[config.mk]
export PLATFORM = sky130hd
export DESIGN_NAME = uart_divisor_and_frame_encoder
export DESIGN_NICKNAME = d
export VERILOG_FILES = /design/src/hdl/ufd_pkg.sv /design/src/hdl/ufd_frame_enc.sv /design/src/hdl/ufd_div_cell.sv /design/src/hdl/ufd_finish.sv /design/src/hdl/uart_divisor_and_frame_encoder.sv
export SDC_FILE = /design/constraint.sdc
export NUM_CORES = 2
export LEC_CHECK = 0
export BUFFER_PORTS_ARGS = -buffer_cell sky130_fd_sc_hd__buf_2
export CAP_MARGIN = 20
export CORE_UTILIZATION = 63
export DETAILED_ROUTE_END_ITERATION = 10
export PLACE_DENSITY = 0.77
export SETUP_SLACK_MARGIN = 0.4
export SYNTH_ARGS = -nofsm -noshare
export SYNTH_HDL_FRONTEND = slang
export SYNTH_SLANG_ARGS = --single-unit
[constraint.sdc]
create_clock -name clk -period 77.4 [get_ports clk]
set_input_delay 3.87 -clock clk [delete_from_list [all_inputs] [get_ports clk]]
set_output_delay 3.87 -clock clk [all_outputs]
set_load 0.01 [all_outputs]
[src/hdl/ufd_pkg.sv]
// ----------------------------------------------------------------------------
// ufd_pkg: shared types and constants for the baud divisor and frame encoder
// Beat structs, field widths, line control and status codes.
// ----------------------------------------------------------------------------
`default_nettype none

package ufd_pkg;

  localparam int BAUD_W  = 22;
  localparam int CLK_W   = 27;
  localparam int BYTE_W  = 8;
  localparam int IDIV_W  = 16;
  localparam int FRAC_W  = 6;
  localparam int STAT_W  = 2;
  localparam int OVS_LOG = 3;
  localparam int NUM_W   = CLK_W + OVS_LOG;
  localparam int QLO_W   = FRAC_W + 1;
  localparam int IRAW_W  = NUM_W - QLO_W;

  localparam logic [CLK_W-1:0] CLK_RESET_HZ = CLK_W'(14745600);

  localparam logic [BYTE_W-1:0] LCR_FIFO_EN = 8'h10;
  localparam logic [BYTE_W-1:0] BITS_MIN    = 8'd5;
  localparam logic [BYTE_W-1:0] BITS_MAX    = 8'd8;
  localparam logic [BYTE_W-1:0] PAR_NONE    = 8'd0;
  localparam logic [BYTE_W-1:0] PAR_EVEN    = 8'd1;
  localparam logic [BYTE_W-1:0] PAR_ODD     = 8'd255;
  localparam logic [BYTE_W-1:0] STOP_ONE    = 8'd1;
  localparam logic [BYTE_W-1:0] STOP_TWO    = 8'd2;
  localparam logic [1:0]        PSEL_EVEN   = 2'b11;
  localparam logic [1:0]        PSEL_ODD    = 2'b01;
  localparam logic [1:0]        PSEL_NONE   = 2'b00;

  localparam logic [STAT_W-1:0] ST_OK    = 2'd0;
  localparam logic [STAT_W-1:0] ST_FRAME = 2'd1;
  localparam logic [STAT_W-1:0] ST_RANGE = 2'd2;

  typedef struct packed {
    logic [BAUD_W-1:0] rate_bps;
    logic [BYTE_W-1:0] data_bit_count;
    logic [BYTE_W-1:0] parity_code;
    logic [BYTE_W-1:0] stop_bit_count;
  } ufd_in_t;

  typedef struct packed {
    logic [IDIV_W-1:0] integer_divisor;
    logic [FRAC_W-1:0] fraction_divisor;
    logic [BYTE_W-1:0] line_control;
    logic [STAT_W-1:0] status;
  } ufd_out_t;

  typedef struct packed {
    logic [NUM_W-1:0]  num;
    logic [BAUD_W-1:0] rem;
    logic [NUM_W-1:0]  quo;
    logic [BAUD_W-1:0] baud;
    logic [BYTE_W-1:0] lcr;
    logic              frame_ok;
  } ufd_cell_t;

  typedef struct packed {
    logic [BYTE_W-1:0] lcr;
    logic              frame_ok;
  } ufd_frame_t;

endpackage

`default_nettype wire

[src/hdl/ufd_frame_enc.sv]
// ----------------------------------------------------------------------------
// ufd_frame_enc: line control byte encoder
// Packs word length, parity and stop bits and checks the frame setting.
// ----------------------------------------------------------------------------
`default_nettype none

module ufd_frame_enc (
  input  wire  ufd_pkg::ufd_in_t    in_data,
  output ufd_pkg::ufd_frame_t       frame
);

  logic [1:0] psel;
  logic       par_ok;
  logic       bits_ok;
  logic       stop_ok;
  logic [1:0] len;
  logic [ufd_pkg::BYTE_W-1:0] bits_off;

  always_comb begin
    psel   = ufd_pkg::PSEL_NONE;
    par_ok = 1'b1;
    unique case (in_data.parity_code)
      ufd_pkg::PAR_NONE: psel = ufd_pkg::PSEL_NONE;
      ufd_pkg::PAR_EVEN: psel = ufd_pkg::PSEL_EVEN;
      ufd_pkg::PAR_ODD:  psel = ufd_pkg::PSEL_ODD;
      default:           par_ok = 1'b0;
    endcase
  end

  assign bits_ok  = (in_data.data_bit_count >= ufd_pkg::BITS_MIN) &&
                    (in_data.data_bit_count <= ufd_pkg::BITS_MAX);
  assign bits_off = in_data.data_bit_count - ufd_pkg::BITS_MIN;
  assign len      = bits_off[1:0];
  assign stop_ok  = (in_data.stop_bit_count == ufd_pkg::STOP_ONE) ||
                    (in_data.stop_bit_count == ufd_pkg::STOP_TWO);

  assign frame.frame_ok = bits_ok && par_ok && stop_ok;
  assign frame.lcr      = frame.frame_ok ?
                          (ufd_pkg::LCR_FIFO_EN |
                           {1'b0, len, 1'b0,
                            (in_data.stop_bit_count == ufd_pkg::STOP_TWO),
                            psel, 1'b0}) :
                          '0;

endmodule

`default_nettype wire

[src/hdl/ufd_div_cell.sv]
// ----------------------------------------------------------------------------
// ufd_div_cell: one restoring division cell
// Shifts in one numerator bit, subtracts the baud rate, emits a quotient bit.
// ----------------------------------------------------------------------------
`default_nettype none

module ufd_div_cell (
  input  wire                      clk,
  input  wire                      rst_n,
  input  wire                      adv,
  input  wire                      in_vld,
  input  wire  ufd_pkg::ufd_cell_t in_cell,
  output logic                     out_vld,
  output ufd_pkg::ufd_cell_t       out_cell
);

  logic [ufd_pkg::BAUD_W:0] trial;
  logic [ufd_pkg::BAUD_W:0] diff;
  logic                     ge;
  ufd_pkg::ufd_cell_t       cell_nxt;
  ufd_pkg::ufd_cell_t       cell_r;
  logic                     vld_r;

  assign trial = {in_cell.rem, in_cell.num[ufd_pkg::NUM_W-1]};
  assign ge    = trial >= {1'b0, in_cell.baud};
  assign diff  = trial - {1'b0, in_cell.baud};

  always_comb begin
    cell_nxt     = in_cell;
    cell_nxt.rem = ge ? diff[ufd_pkg::BAUD_W-1:0] : trial[ufd_pkg::BAUD_W-1:0];
    cell_nxt.num = {in_cell.num[ufd_pkg::NUM_W-2:0], 1'b0};
    cell_nxt.quo = {in_cell.quo[ufd_pkg::NUM_W-2:0], ge};
  end

  always_ff @(posedge clk) begin
    if (!rst_n) begin
      vld_r <= 1'b0;
    end else if (adv) begin
      vld_r <= in_vld;
    end
  end

  always_ff @(posedge clk) begin
    if (adv) begin
      cell_r <= cell_nxt;
    end
  end

  assign out_vld  = vld_r;
  assign out_cell = cell_r;

endmodule

`default_nettype wire

[src/hdl/ufd_finish.sv]
// ----------------------------------------------------------------------------
// ufd_finish: divisor rounding, carry, range check and status
// Splits the quotient into integer and rounded fraction and sets status.
// ----------------------------------------------------------------------------
`default_nettype none

module ufd_finish (
  input  wire  ufd_pkg::ufd_cell_t tail,
  output ufd_pkg::ufd_out_t        res
);

  logic [ufd_pkg::IRAW_W-1:0] idiv_raw;
  logic [ufd_pkg::QLO_W-1:0]  qlo;
  logic [ufd_pkg::QLO_W-1:0]  frac_sum;
  logic [ufd_pkg::IRAW_W:0]   idiv_c;
  logic [ufd_pkg::FRAC_W-1:0] frac_c;
  logic                       baud_zero;
  logic                       range_bad;

  assign idiv_raw  = tail.quo[ufd_pkg::NUM_W-1:ufd_pkg::QLO_W];
  assign qlo       = tail.quo[ufd_pkg::QLO_W-1:0];
  assign frac_sum  = {1'b0, qlo[ufd_pkg::QLO_W-1:1]} +
                     {{(ufd_pkg::QLO_W-1){1'b0}}, qlo[0]};
  assign idiv_c    = {1'b0, idiv_raw} +
                     {{ufd_pkg::IRAW_W{1'b0}}, frac_sum[ufd_pkg::FRAC_W]};
  assign frac_c    = frac_sum[ufd_pkg::FRAC_W] ? '0 : frac_sum[ufd_pkg::FRAC_W-1:0];
  assign baud_zero = (tail.baud == '0);

  always_comb begin
    res.line_control = tail.lcr;
    range_bad        = 1'b0;
    if (baud_zero) begin
      range_bad            = 1'b1;
      res.integer_divisor  = '0;
      res.fraction_divisor = '0;
    end else if (idiv_c[ufd_pkg::IRAW_W:ufd_pkg::IDIV_W] != '0) begin
      range_bad            = 1'b1;
      res.integer_divisor  = '1;
      res.fraction_divisor = '1;
    end else begin
      range_bad            = (idiv_c == '0);
      res.integer_divisor  = idiv_c[ufd_pkg::IDIV_W-1:0];
      res.fraction_divisor = frac_c;
    end
    if (!tail.frame_ok) begin
      res.status = ufd_pkg::ST_FRAME;
    end else if (range_bad) begin
      res.status = ufd_pkg::ST_RANGE;
    end else begin
      res.status = ufd_pkg::ST_OK;
    end
  end

endmodule

`default_nettype wire

[src/hdl/uart_divisor_and_frame_encoder.sv]
// ----------------------------------------------------------------------------
// uart_divisor_and_frame_encoder: UART baud divisor and line control encoder
// Turns a requested line setting into integer/fractional divisor, LCR byte
// and status.
//
// Input channel in_valid/in_stall/in_data carries one line setting a beat.
// Output channel out_valid/out_stall/out_data returns one result a beat.
// cfg_we/cfg_wdata writes the reference clock in hertz; write it only while
// no beat is in flight.
// The divide 8*clock/baud runs as a row of 30 restoring cells, one quotient
// bit per cell, followed by the output register; one beat is taken every
// cycle while the receiver does not stall a held result.
// When the receiver stalls a held result, the whole row freezes and in_stall
// rises in the same cycle; otherwise input beats flow at one per cycle.
// Reset empties the row and the output register and sets the reference
// clock to 14745600 Hz.
// ----------------------------------------------------------------------------
`default_nettype none

module uart_divisor_and_frame_encoder (
  input  wire                        clk,
  input  wire                        rst_n,
  input  wire                        cfg_we,
  input  wire  [ufd_pkg::CLK_W-1:0]  cfg_wdata,
  input  wire                        in_valid,
  output logic                       in_stall,
  input  wire  ufd_pkg::ufd_in_t     in_data,
  output logic                       out_valid,
  input  wire                        out_stall,
  output ufd_pkg::ufd_out_t          out_data
);

  localparam int STAGES = ufd_pkg::NUM_W;

  logic [ufd_pkg::CLK_W-1:0] ref_clk_r;
  logic                      adv;
  ufd_pkg::ufd_frame_t       frame;
  ufd_pkg::ufd_cell_t        head;
  ufd_pkg::ufd_cell_t        chain_cell [STAGES+1];
  logic                      chain_vld  [STAGES+1];
  ufd_pkg::ufd_out_t         res;
  ufd_pkg::ufd_out_t         out_data_r;
  logic                      out_valid_r;

  always_ff @(posedge clk) begin
    if (!rst_n) begin
      ref_clk_r <= ufd_pkg::CLK_RESET_HZ;
    end else if (cfg_we) begin
      ref_clk_r <= cfg_wdata;
    end
  end

  assign adv      = !out_valid_r || !out_stall;
  assign in_stall = !adv;

  ufd_frame_enc u_frame (
    .in_data (in_data),
    .frame   (frame)
  );

  always_comb begin
    head          = '0;
    head.num      = {ref_clk_r, {ufd_pkg::OVS_LOG{1'b0}}};
    head.baud     = in_data.rate_bps;
    head.lcr      = frame.lcr;
    head.frame_ok = frame.frame_ok;
  end

  assign chain_cell[0] = head;
  assign chain_vld[0]  = in_valid;

  for (genvar g = 0; g < STAGES; g++) begin : g_cell
    ufd_div_cell u_cell (
      .clk      (clk),
      .rst_n    (rst_n),
      .adv      (adv),
      .in_vld   (chain_vld[g]),
      .in_cell  (chain_cell[g]),
      .out_vld  (chain_vld[g+1]),
      .out_cell (chain_cell[g+1])
    );
  end

  ufd_finish u_finish (
    .tail (chain_cell[STAGES]),
    .res  (res)
  );

  always_ff @(posedge clk) begin
    if (!rst_n) begin
      out_valid_r <= 1'b0;
    end else if (adv) begin
      out_valid_r <= chain_vld[STAGES];
    end
  end

  always_ff @(posedge clk) begin
    if (adv) begin
      out_data_r <= res;
    end
  end

  assign out_valid = out_valid_r;
  assign out_data  = out_data_r;

endmodule

`default_nettype wire
Word-level counts from Yosys, hierarchy flattened

Index checks and enable logic that the tools add are counted.

Flip-flop bits (word level): 2474
Output and inout port bits: 34
Latch bits: 0
Memories: 0
Bits in read-only memories: 0
Word-level logic and storage cells: 333
Memory bits (writable): 0

Add/subtract/negate cells: 32
Bitwise operators: 0
Reductions and logical operators: 13
Muxes and demuxes: 37
$lt $le $gt $ge: 32
Equal/unequal tests: 4
Shift-type cells: 0
Divide/modulo/power cells: 0
$mul: 0

Operator list:

| operator           | count |
|---|---|
| $ge 23x22->1       | 29 |
| $mux 22            | 29 |
| $sub 22x22->22     | 28 |
| $add 23x1->24      | 1 |
| $logic_not 24->1   | 1 |
| $ge 1x22->1        | 1 |
| $logic_not 22->1   | 1 |
| $sub 1x22->22      | 1 |
| $eq 8x1->1 const B | 2 |
| $eq 8x2->1 const B | 1 |
| $eq 8x8->1 const B | 1 |
| $ge 8x3->1 const B | 1 |
| $le 8x4->1 const B | 1 |
| $logic_not 8->1    | 1 |
| $reduce_bool 8->1  | 1 |
| $add 6x1->7        | 1 |
| $mux 6             | 1 |
| $mux 5             | 1 |
| $mux 1             | 4 |
| $pmux 2 s2         | 1 |
| $logic_and 1x1->1  | 3 |
| $logic_not 1->1    | 3 |
| $reduce_or 3->1    | 1 |
| $logic_or 1x1->1   | 2 |
| 2 further kinds    | 2 |

Depth between registers and ports, before layout

Depth after elaboration: 6
Gate-level depth with buffers: 16

Cells and area by module

A second synthesis with hierarchy kept.

Cell total of the unflattened synthesis: 11046
Area, all modules: 157255.8 um^2

Modules (own cells, without submodules):

| module                               | sequential area each (um^2) | times used | area an instance (um^2) | cells an instance |
|---|---|---|---|---|
| ufd_div_cell at g_cell[0].u_cell ... | 3383.2                      | 29         | 5138.7                  | 358 |
| ufd_div_cell at g_cell[21].u_cell    | 3383.2                      | 1          | 4901.0                  | 352 |
| uart_divisor_and_frame_encoder       | 1521.5                      | 1          | 2031.9                  | 123 |
| ufd_finish                           | 0.0                         | 1          | 1018.5                  | 156 |
| ufd_frame_enc                        | 0.0                         | 1          | 282.8                   | 33 |

Worst setup path after synthesis

OpenSTA, ideal clock, no wires.

Kind: input to register
Start: in out_stall
End: reg g_cell[0].u_cell.cell_r, in the netlist g_cell[0].u_cell.out_cell[0] (enable)
Stages: 2
Path buffers: 1
Library setup time: 3.591 ns
Arrival time: 66.360 ns
Slack: 7.449 ns
Path through: nand2_1 > buf_1

Cells in the longest elaborated chain, start to end: 2

RTL lines:

| what                 | RTL line                             | source |
|---|---|---|
| start, declared      | uart_divisor_and_frame_encoder.sv:29 | `input wire out_stall,` |
| $logic_not 1->1      | uart_divisor_and_frame_encoder.sv:53 | `assign adv = !out_valid_r \|\| !out_stall;` |
| $logic_or 1x1->1     | uart_divisor_and_frame_encoder.sv:53 |  |
| end signal, assigned | ufd_div_cell.sv:45                   | `cell_r <= cell_nxt;` |
| end, declared        | ufd_div_cell.sv:21                   | `ufd_pkg::ufd_cell_t cell_r;` |

Every way passes these cells.
A chain may end at the register's enable or synchronous reset.

Worst setup path in the final report

Start: in out_stall
End: reg g_cell[27].u_cell.cell_r, in the netlist g_cell[27].u_cell.out_cell[19] (enable)

Cells in the longest elaborated chain, start to end: 2

RTL lines:

| what                 | RTL line |
|---|---|
| $logic_not 1->1      | uart_divisor_and_frame_encoder.sv:53 |
| $logic_or 1x1->1     | uart_divisor_and_frame_encoder.sv:53 |
| end signal, assigned | ufd_div_cell.sv:45 |
| end, declared        | ufd_div_cell.sv:21 |

Every way passes these cells.

==> results.yml <==
run_status:
  status: "complete, but fails checks"
  violations: "design-rule violations"
clock_tree:
  cts_hold_buf: 0
  cts-htree-levels: 4
  cts.sinks: 2382
  numCtsBuffers: 231
  path_clk_slew_ps: 60
  post-cts-setup-buffers: 0
  cts_tree: "yes"
  post_cts_resized: 0
  cts_max_path_buffers: 3
  cts_root_buf: "clkbuf_16"
  worstSkewPairLatency_ps: 890
setup_path:
  cp-start-kind: "primary input"
  setup.worst_path.class: "in2reg"
  cp.required_ps: 77890
  arrival_ps: 10160
  worstPathMaxFanout: 87
  endpoint_kind: "register"
sta:
  finalSetupViolations: 0
  slew_violations: 0
  final.setup_skew_ps: 42.4
  worst_slew_pin_slew_ps: 1120
  rsz0062_at_grt: "no"
  hold_violations: 0
  tns_ps: 0
  timing.hold.ws_ps: 392
  achievable-frequency_ghz: 0.103
  fin_crit_sh_pct: 12.5
  max_slew_margin_pct: 23.6
  finalWorstSetupSlack_ps: 67730
  period_needed_ps: 9670
synthesis:
  synth-seq-cells: 2382
  yosysSeqAreaShare_pct: 63.3
  yosysTopAreaCellShare_pct: 62.2
  synth_xor_area_share_pct: 3.83
  synth_flop_cell: "edfxtp_1"
  synth_top_family_by_area: "compound AO/OA/AOI/OAI gates"
  yosys.area_share.simple_pct: 7.44
  netlist_instances: 8416
  async_flop_share_pct: 0
  synth.area.mux_share_pct: 4.09
  yosysTopAreaCell: "edfxtp_1"
  synth_area_um2: 112000
  synth-edff-count: 2324
  synthAdderAreaFrac_pct: 7.71
  yosys_warnings: 0
  avgSynthCellArea_um2: 13.3
  synth_compound_area_share_pct: 10.3
  synth_cell_types: 95
  synthTopCellsByArea: "edfxtp_1 62%, ha_1 7.2%, mux2_2 3.0%"
die:
  ios: 112
  core_um2: 176000
  fp.dieH_um: 424
  die-area_um2: 180000
  start_util_pct: 63.5
  rows: 154
  fp.dieW_um: 424
global_routing:
  grt_overflow: 0
  grt_pass1_wl_um: 345000
  antenna_found_initial: 3
  first_global_vias: 64300
  grtUsageTotal_pct: 24.4
  grt_max_degree: 159
routing:
  firstDrtPassIters: 9
  drc: 6
  wl_per_cell_um: 19.6
  drt_iter0_drc: 5330
  viasPerCell: 5.84
  vias: 65500
  drt-total-wl_um: 220000
  antenna_left: 0
place:
  pre_cts_ws_ps: 66770
  dp_cells: 10800
  hpwl_um: 157000
  gp_congestion: 0.949
  port_buffers: 109
power:
  peakVddDrop_mv: 0.0232
  sw_frac_of_total_pct: 28.1
  p_leak_nw: 53.3
  pwr-share-clk_pct: 30.5
  comb_power_share_pct: 24.8
  power.density_nw_per_um2: 30.5
  internal_power_mw: 2.71
  seq_power_share_pct: 44.7
  power.switching_mw: 1.06
final_layout:
  fillers: 12000
  finalNetCount: 9433
  drive_above_1_share_pct: 10.7
  post-route-util_pct: 69.9
  mostFrequentLayoutCells: "2324 x edfxtp_1, 840 x inv_1, 646 x ha_1"
  n_antenna_cell: 0
  stdcell_count: 11200
  area_delta_synth_final_pct: 10.1
  final_common_cell: "edfxtp_1"
flow_run:
  cap_violations: 0
hold_path:
  hold_class: "reg2reg"
## final timing paths
| check | from | cells past startpoint | slack [ps] | end |
|---|---|---|---|---|
| worst max-delay path | out_stall | 8 | 67730 | g_cell[27].u_cell.out_cell[19] |
| worst min-delay path | g_cell[19].u_cell.out_cell[109] | 0 | 390 | g_cell[20].u_cell.out_cell[110] |
| worst max register to register | out_valid | 7 | 70490 | g_cell[27].u_cell.out_cell[19] |
| worst min register to register | g_cell[19].u_cell.out_cell[109] | 0 | 390 | g_cell[20].u_cell.out_cell[110] |
## routing by layer
layer  share of wire (%)  up-vias  track usage [%]
li1                    -    31800                -
met3                 5.0      388             3.61
met2                  49     1712             41.3
met4                 3.2        2             8.85
met5              0.0059        -                0
met1                  43    31600             32.2
## state kept, by name, summed over array words and instances (netlist names)
| name | flops |
|---|---|
| out_data | 30 |
| g_cell.u_cell.out_cell | 2294 |
| ref_clk_r | 27 |
| out_valid | 1 |
| g_cell.u_cell.out_vld | 30 |
## worst max-delay path, stage by stage
cell,delay (ps)
buf_2,120
nand2_4,600
buf_4,920
buf_4,850
buf_4,860
buf_4,910
buf_4,790
buf_4,950
## per-stage QoR
step,power [mW],instance area [um2]
after detailed placement,2.62,115000
after global placement,2.59,115000
after floorplan,2.40,112000
final,3.76,123000
after CTS,3.78,123000
after global routing,3.94,123000
## power groups by stage
stage	Sequential, mW	Clock [mW]	Combinational (mW)
2_1_floorplan	1.67	0	0.729
3_3_place_gp	1.70	0	0.888
3_5_place_dp	1.71	0	0.912
4_1_cts	1.68	1.17	0.924
5_1_grt	1.69	1.22	1.03
6_report	1.68	1.15	0.935
## Yosys cell counts (all sizes together) (17+ instances only)
master   count
ha         646
mux2i       77
fa          28
dfxtp       58
and3        50
a211oi      46
inv        840
nand3      127
or2         35
nor2b      129
buf         61
a21boi      64
o31a        25
or3         35
nand3b      17
o31ai       61
o21bai      38
a2111oi     18
edfxtp    2324
nor2       388
a31oi       69
clkbuf      78
o21ai      374
a211o       31
and2        24
nor4        39
nand2      502
a21o       264
xor2       179
o41ai       18
mux2       328
nand2b      68
a21oi      494
nand4       82
xnor2      311
o21a       101
o211ai      44
nor3       148
## cells by family (layout without fill, tap and decap cells)
logic type	count (synthesis)	count (layout)
flip-flops	2382	2382
AO/OA/AOI/OAI	1770	1770
AND/OR/NAND/NOR	1715	1715
buffers and inverters	979	1446
adder cells (fa/ha/maj)	674	674
XOR/XNOR	490	490
multiplexers	405	405
other	1	2
## cell type report
type / instances / area (um2) / area share [%]
inverter: 840 / 3150 / 2.55
timing repair buffer: 170 / 1110 / 0.902
tap: 2340 / 2930 / 2.37
multi-input combinational: 5056 / 37400 / 30.3
clock inverter: 167 / 1910 / 1.55
sequential: 2382 / 70900 / 57.5
clock buffer: 269 / 6000 / 4.86
(Power assumes the default switching activity.)
